## config.mk

```make
export PLATFORM = sky130hd
export DESIGN_NAME = sorted_priority_queue_flat
export DESIGN_NICKNAME = d
export VERILOG_FILES = /design/src/rtl/spq_pkg.sv /design/src/rtl/spq_if.sv /design/src/rtl/spq_cell.sv /design/src/rtl/sorted_priority_queue.sv /design/src/flat_wrapper.sv
export VERILOG_INCLUDE_DIRS = /design/src /design/src/rtl
export SDC_FILE = /design/constraint.sdc
export NUM_CORES = 2
export LEC_CHECK = 0
export ABC_AREA = 1
export BUFFER_PORTS_ARGS = -buffer_cell sky130_fd_sc_hd__buf_2
export CAP_MARGIN = 20
export CORE_MARGIN = 5
export CORE_UTILIZATION = 55
export CTS_BUF_LIST = sky130_fd_sc_hd__clkbuf_8 sky130_fd_sc_hd__clkbuf_16
export CTS_CLUSTER_DIAMETER = 60
export DETAILED_ROUTE_END_ITERATION = 10
export PLACE_DENSITY = 0.73
export SYNTH_ARGS = -nofsm -noshare
export SYNTH_HDL_FRONTEND = slang
export SYNTH_SLANG_ARGS = --single-unit
```

## constraint.sdc

```tcl
create_clock -name clk -period 4.4 [get_ports clk]
set_input_delay 0.22 -clock clk [delete_from_list [all_inputs] [get_ports clk]]
set_output_delay 0.22 -clock clk [all_outputs]
set_load 0.02 [all_outputs]
```

## src/rtl/sorted_priority_queue_assert.svh

```systemverilog
// Assertion macros used by the sorted priority queue RTL.
`ifndef SORTED_PRIORITY_QUEUE_ASSERT_SVH
`define SORTED_PRIORITY_QUEUE_ASSERT_SVH
`ifndef SYNTHESIS
`define SPQ_ASSERT(lbl, prop, msg) \
  lbl: assert property (@(posedge clk) disable iff (rst) (prop)) \
    else $error(msg);
`define SPQ_ASSERT_IMPLY(lbl, ante, cons, msg) \
  lbl: assert property (@(posedge clk) disable iff (rst) (ante) |-> (cons)) \
    else $error(msg);
`else
`define SPQ_ASSERT(lbl, prop, msg)
`define SPQ_ASSERT_IMPLY(lbl, ante, cons, msg)
`endif
`endif

```

## src/rtl/spq_pkg.sv

```systemverilog
// Types and constants of the sorted priority queue.
package spq_pkg;

  localparam int DEPTH_DEFAULT     = 16;
  localparam int KEY_WIDTH_DEFAULT = 32;

  localparam int FUNC_W   = 2;
  localparam int VALUE_W  = 32;
  localparam int STATUS_W = 2;
  localparam int COUNT_W  = 5;

  typedef enum logic [FUNC_W-1:0] {
    FUNC_PUSH  = 2'd0,
    FUNC_POP   = 2'd1,
    FUNC_PEEK  = 2'd2,
    FUNC_CLEAR = 2'd3
  } func_t;

  typedef enum logic [STATUS_W-1:0] {
    STATUS_OK    = 2'd0,
    STATUS_EMPTY = 2'd1,
    STATUS_FULL  = 2'd2
  } status_t;

  // Control broadcast to every cell of the chain.
  typedef struct packed {
    logic push;
    logic pop;
  } cell_ctrl_t;

endpackage

```

## src/rtl/spq_if.sv

```systemverilog
// Valid/ready channels for operation beats and result beats.
interface spq_req_if;
  logic                                 valid;
  logic                                 ready;
  logic [spq_pkg::FUNC_W-1:0]           func;
  logic signed [spq_pkg::VALUE_W-1:0]   push_value;

  modport source (output valid, output func, output push_value, input ready);
  modport sink (input valid, input func, input push_value, output ready);
endinterface

interface spq_rsp_if;
  logic                                 valid;
  logic                                 ready;
  logic [spq_pkg::STATUS_W-1:0]         status;
  logic signed [spq_pkg::VALUE_W-1:0]   result_value;
  logic [spq_pkg::COUNT_W-1:0]          occupancy;
  logic [spq_pkg::COUNT_W-1:0]          cleared_count;

  modport source (output valid, output status, output result_value, output occupancy,
                  output cleared_count, input ready);
  modport sink (input valid, input status, input result_value, input occupancy,
                input cleared_count, output ready);
endinterface

```

## src/rtl/spq_cell.sv

```systemverilog
// One slot of the sorted chain: holds a key and trades it with its neighbors.
module spq_cell #(
  parameter int KEY_WIDTH = spq_pkg::KEY_WIDTH_DEFAULT
) (
  input  logic                        clk,
  input  spq_pkg::cell_ctrl_t         ctrl,
  input  logic                        occupied,
  input  logic signed [KEY_WIDTH-1:0] new_key,
  input  logic signed [KEY_WIDTH-1:0] left_key,
  input  logic                        left_gt,
  input  logic signed [KEY_WIDTH-1:0] right_key,
  output logic signed [KEY_WIDTH-1:0] key,
  output logic                        gt
);

  // A stored key larger than the incoming one moves one place to the right.
  assign gt = occupied && (key > new_key);

  always_ff @(posedge clk) begin
    if (ctrl.push) begin
      // The first cell that is larger or free takes the new key; the rest take
      // the key of their left neighbor.
      if (!occupied || gt) begin
        key <= left_gt ? left_key : new_key;
      end
    end else if (ctrl.pop) begin
      key <= right_key;
    end
  end

endmodule

```

## src/rtl/sorted_priority_queue.sv

```systemverilog
// The result beat is registered and appears in the cycle after its operation beat is accepted.
// Throughput: one operation per cycle while results are taken; every cell compares its key
// with the broadcast push key and shifts in the same cycle, so push and pop each complete in
// a single step of the cell chain, while peek and clear leave the cell keys as they are.
// Reset clears the key count and the result valid flag; cell keys and result fields are not reset.
module sorted_priority_queue #(
  parameter int DEPTH     = spq_pkg::DEPTH_DEFAULT,
  parameter int KEY_WIDTH = spq_pkg::KEY_WIDTH_DEFAULT
) (
  input logic      clk,
  input logic      rst,
  spq_req_if.sink  req,
  spq_rsp_if.source rsp
);

  localparam int CW = $clog2(DEPTH + 1);

  logic [CW-1:0]               count;
  logic [CW-1:0]               count_next;
  logic signed [KEY_WIDTH-1:0] keys [DEPTH];
  logic [DEPTH-1:0]            gts;
  logic signed [KEY_WIDTH-1:0] push_key;
  logic [KEY_WIDTH-1:0]        head_raw;
  spq_pkg::cell_ctrl_t         ctrl;
  logic                        accept;
  logic                        full;
  logic                        empty;

  logic [spq_pkg::STATUS_W-1:0]       status_next;
  logic signed [spq_pkg::VALUE_W-1:0] value_next;
  logic [spq_pkg::COUNT_W-1:0]        cleared_next;

  assign req.ready = !rsp.valid || rsp.ready;
  assign accept    = req.valid && req.ready;
  assign full      = (count == CW'(DEPTH));
  assign empty     = (count == '0);
  assign push_key  = KEY_WIDTH'(req.push_value);
  assign head_raw  = keys[0];

  assign ctrl.push = accept && (req.func == spq_pkg::FUNC_PUSH) && !full;
  assign ctrl.pop  = accept && (req.func == spq_pkg::FUNC_POP) && !empty;

  for (genvar i = 0; i < DEPTH; i++) begin : g_cell
    logic signed [KEY_WIDTH-1:0] left_key;
    logic                        left_gt;
    logic signed [KEY_WIDTH-1:0] right_key;

    if (i == 0) begin : g_first
      assign left_key = push_key;
      assign left_gt  = 1'b0;
    end else begin : g_mid
      assign left_key = keys[i-1];
      assign left_gt  = gts[i-1];
    end

    if (i == DEPTH - 1) begin : g_last
      assign right_key = keys[i];
    end else begin : g_inner
      assign right_key = keys[i+1];
    end

    spq_cell #(
      .KEY_WIDTH(KEY_WIDTH)
    ) u_cell (
      .clk      (clk),
      .ctrl     (ctrl),
      .occupied (count > CW'(i)),
      .new_key  (push_key),
      .left_key (left_key),
      .left_gt  (left_gt),
      .right_key(right_key),
      .key      (keys[i]),
      .gt       (gts[i])
    );
  end

  always_comb begin
    count_next   = count;
    status_next  = spq_pkg::STATUS_OK;
    value_next   = '0;
    cleared_next = '0;
    unique case (spq_pkg::func_t'(req.func))
      spq_pkg::FUNC_PUSH: begin
        if (full) begin
          status_next = spq_pkg::STATUS_FULL;
        end else begin
          count_next = count + CW'(1);
        end
      end
      spq_pkg::FUNC_POP, spq_pkg::FUNC_PEEK: begin
        if (empty) begin
          status_next = spq_pkg::STATUS_EMPTY;
        end else begin
          value_next = spq_pkg::VALUE_W'(head_raw);
          if (req.func == spq_pkg::FUNC_POP) begin
            count_next = count - CW'(1);
          end
        end
      end
      spq_pkg::FUNC_CLEAR: begin
        count_next   = '0;
        cleared_next = spq_pkg::COUNT_W'(count);
      end
      default: begin
        count_next = count;
      end
    endcase
  end

  always_ff @(posedge clk) begin
    if (rst) begin
      count     <= '0;
      rsp.valid <= 1'b0;
    end else begin
      if (accept) begin
        count     <= count_next;
        rsp.valid <= 1'b1;
      end else if (rsp.ready) begin
        rsp.valid <= 1'b0;
      end
    end
  end

  always_ff @(posedge clk) begin
    if (accept) begin
      rsp.status        <= status_next;
      rsp.result_value  <= value_next;
      rsp.occupancy     <= spq_pkg::COUNT_W'(count_next);
      rsp.cleared_count <= cleared_next;
    end
  end

  `include "sorted_priority_queue_assert.svh"

  `SPQ_ASSERT(a_count_bound, count <= CW'(DEPTH), "key count exceeds depth")
  `SPQ_ASSERT(a_full_push, (accept && req.func == spq_pkg::FUNC_PUSH && full) |=> (rsp.status == spq_pkg::STATUS_FULL && count == CW'(DEPTH)), "push on full queue not reported")
  `SPQ_ASSERT(a_clear_empties, (accept && req.func == spq_pkg::FUNC_CLEAR) |=> (count == '0), "clear left keys behind")
  `SPQ_ASSERT(a_pop_count, ctrl.pop |=> (count + CW'(1) == $past(count)), "pop did not remove one key")
  `SPQ_ASSERT_IMPLY(a_head_sorted, count >= CW'(2), keys[0] <= keys[1], "head keys out of order")

endmodule

```

## src/flat_wrapper.sv

```systemverilog
// flat-port wrapper written by rule: the top's interface ports become plain ports
module sorted_priority_queue_flat 
#(
  parameter int DEPTH     = spq_pkg::DEPTH_DEFAULT,
  parameter int KEY_WIDTH = spq_pkg::KEY_WIDTH_DEFAULT
)
  (clk, rst, req_valid, req_func, req_push_value, req_ready, rsp_valid, rsp_status, rsp_result_value, rsp_occupancy, rsp_cleared_count, rsp_ready);
  spq_req_if req_i ();
  spq_rsp_if rsp_i ();
  input logic clk;
  input logic rst;
  input wire logic [$bits(req_i.valid)-1:0] req_valid;
  input wire logic [$bits(req_i.func)-1:0] req_func;
  input wire logic [$bits(req_i.push_value)-1:0] req_push_value;
  output wire logic [$bits(req_i.ready)-1:0] req_ready;
  output wire logic [$bits(rsp_i.valid)-1:0] rsp_valid;
  output wire logic [$bits(rsp_i.status)-1:0] rsp_status;
  output wire logic [$bits(rsp_i.result_value)-1:0] rsp_result_value;
  output wire logic [$bits(rsp_i.occupancy)-1:0] rsp_occupancy;
  output wire logic [$bits(rsp_i.cleared_count)-1:0] rsp_cleared_count;
  input wire logic [$bits(rsp_i.ready)-1:0] rsp_ready;
  assign req_i.valid = req_valid;
  assign req_i.func = req_func;
  assign req_i.push_value = req_push_value;
  assign req_ready = req_i.ready;
  assign rsp_valid = rsp_i.valid;
  assign rsp_status = rsp_i.status;
  assign rsp_result_value = rsp_i.result_value;
  assign rsp_occupancy = rsp_i.occupancy;
  assign rsp_cleared_count = rsp_i.cleared_count;
  assign rsp_i.ready = rsp_ready;
  sorted_priority_queue #(.DEPTH(DEPTH), .KEY_WIDTH(KEY_WIDTH)) u_core (.clk(clk), .rst(rst), .req(req_i), .rsp(rsp_i));
endmodule
```

==> run_results.csv <==
group,metric,value,unit
floorplanning,start_util,55.5,%
floorplanning,die_y,293,um
global_route,track_usage,26.9,%
cts,clk_latency,620,ps
yosys,ys_ff_latch,562,
floorplanning,rows,103,
finish,syn_to_final_growth,9.78,%
yosys,synthCells,5797,
routing,drt_first_pass_iters,6,
timing,setup_viol,0,
placed_design,placed_area,45700,um2
routing,antenna_left,0,
timing,rsz0062_at_grt,"false",
setup_path,cp_cell_sequence,"inv_2 -> ha_1 -> nand2_1 -> nor2_1 -> nor2_2 -> nand2_4 -> inv_8 -> o21ai_0 -> nand2_1 -> buf_4",
finish,final_nets,6419,
setup_path,critical_path_class,"flip-flop to flip-flop",
setup_path,r2r_start,"u_core.count[0]",
setup_path,worstReg2RegEnd,"u_core.g_cell[13].u_cell.key[24]",
power,ir_drop,0.262,mV
routing,drt_iter0_markers,3146,
cts,cts.repair.resized,0,
yosys,yosys_warnings,0,
setup_path,arrival,3960,ps
timing,fin_worst_skew,17.3,ps
finish,postLayoutCoreUtil,60.9,%
timing,fmax,271,MHz
floorplanning,die_area,85600,um2
finish,drive_above_1_share,7.10,%
yosys,synth_nets,6355,
timing,slew_headroom,30.9,%
finish,final_common_cell,"nand2_1",
cts,h-tree-depth,3,
setup_path,endpoint_kind,"flip-flop",
timing,hold_violations,0,
cts,cts_buffers,71,
global_route,grt_pass1_wl,193000,um
run_status,outcome,"finished, final reports clean",
cts,clk_pin_slew,60,ps
setup_path,max_stage_delay,620,ps
routing,viasPerCell,5.54,
placed_design,gp_congestion,0.877,
setup_path,r2r_slack,710,ps
cts,postCtsSetupBuffers,0,
global_route,overflow,0,
setup_path,reg2reg_depth,10,
routing,totalWireLength,118000,um
timing,setup_tns,0,ps
cts,cts_tree,"yes",
yosys,avgSynthCellArea,7.57,um2
floorplanning,die_w,293,um
setup_path,cp-start-kind,"flip-flop",
routing,wl_per_cell,16.9,um
placed_design,portBuffers,83,
setup_path,worstSetupStartpoint,"u_core.count[0]",
finish,design_area,48200,um2
worst_hold_path,hold_class,"input port to flip-flop",
yosys,synth-async-reset-ratio,0,%
global_route,antenna_found_initial,0,
cts,clock_sinks,562,
floorplanning,core,79100,um2
yosys,ys.flop_type,"edfxtp_1",
timing,report.final.slew_viol_count,0,
setup_path,critPathRequiredTime,4670,ps
setup_path,critPathMaxFanout,90,
finish,final_cell_mix,"nand2_1, nand3_1, inv_1",
cts,ctsHoldBuffers,33,
timing,period_needed,3690,ps
global_route,grt_max_degree,154,
setup_path,slowest_stage,"inv_8",
yosys,synth_edf_count,556,
yosys,yosysUniqueCellTypes,45,
floorplanning,pin_count,84,
routing,route.detailed.drc,0,
cts,cts_root_buffer,"clkbuf_16",
global_route,grt_pass1_vias,37900,
cts,clock_tree.buffer_depth,3,
setup_path,crit_path_end,"u_core.g_cell[13].u_cell.key[24]",
timing,finalCritPeriodShare,83.9,%
setup_path,cp_common_cell,"nand2_1",
power,finalPower,0.0158,W
yosys,ys_seq_area_share,38.3,%
placed_design,dpl.hpwl,87500,um
job,cap_violations,0,
power,p_per_area,329,nW/um2
power,p_leak,24.2,nW
timing,worstMarginPinSlew,1030,ps
finish,diodes,0,
yosys,syn_area,43900,um2
routing,vias,38600,
[how the worst min path moves through the flow]
stage	slack (ps)	cells past startpoint	start	end
floorplan	290	1	rst	u_core.rsp.valid
global placement	470	2	rst	u_core.rsp.valid
detailed placement	480	2	rst	u_core.rsp.valid
CTS	120	4	req_func[1]	u_core.rsp.cleared_count[1]
global route	180	3	req_func[1]	u_core.rsp.status[1]
finish	150	4	req_func[1]	u_core.rsp.cleared_count[1]
[where the power goes]
part	total, W	internal, W	switching, W
sequential	0.00661	0.00637	0.000239
combinational	0.00372	0.00120	0.00252
clock	0.00552	0.00315	0.00237
total	0.0158	0.0107	0.00512
[worst max-delay path, delay by kind of cell (launching register included)]
family	cells	cell delay [ps]
buf+inv	3	1230
fa+ha+maj	1	250
compound gates	1	220
simple gates	5	930
flops	1	590
[cells in the mapped netlist, types with 10 or more instances]
cell         n  share of area [%]
a21oi_1    234                2.7
edfxtp_1   556                 38
buf_1       52               0.44
nor2_1     198                1.7
nand2_1   2072                 18
nand4_1    335                4.8
o21a_1      29               0.50
nand3_1    685                7.8
ha_1       520                 15
o21ai_0     87               0.99
clkbuf_1    94               0.80
buf_4       10               0.17
a21o_1      16               0.27
buf_2      151                1.7
inv_1      663                5.7
[logic make-up (layout without fill, tap and decap cells)]
family | count (synthesis) | count (layout) | synth area share, %
AO/OA/AOI/OAI | 389 | 389 | 4.91
XOR/XNOR | 3 | 3 | 0.0599
adder cells (fa/ha/maj) | 520 | 520 | 14.8
buffers and inverters | 983 | 1101 | 8.97
flip-flops | 562 | 562 | 38.3
AND/OR/NAND/NOR | 3340 | 3340 | 32.9
[per-stage QoR]
stage               worst slack, ps  std cells  hold WS (ps)
detailed placement              654       6805           484
global route                    456       6965           179
global placement                753       6805           468
CTS                             748       6965           116
floorplan                      35.0       5797           289
finish                          710       6965           148
[state kept, by name (all words and copies together), names as in the netlist]
name / count
u_core.rsp.cleared_count: 5
u_core.g_cell.u_cell.key: 512
u_core.rsp.status: 2
u_core.rsp.valid: 1
u_core.rsp.occupancy: 5
u_core.count: 5
u_core.rsp.result_value: 32
[final cells by class]
type                    instances  area, um2
fillers                      7115      30900
multi-input cells            4252      23200
flip-flops and latches        562      16800
inverters                     673       2530
repair buffers                301       2180
clock buffers                  75       1850
well taps                    1050       1310
clock inverters                52        298
[metal layers]
layer	vias up	track usage [%]	part of all wire, %
li1	19600	-	-
met1	17700	35.3	43
met2	1099	46.9	49
met3	200	3.15	5.6
met4	0	8.54	2.8
met5	-	0	0
Note: power is estimated with default switching activity, not from simulation.
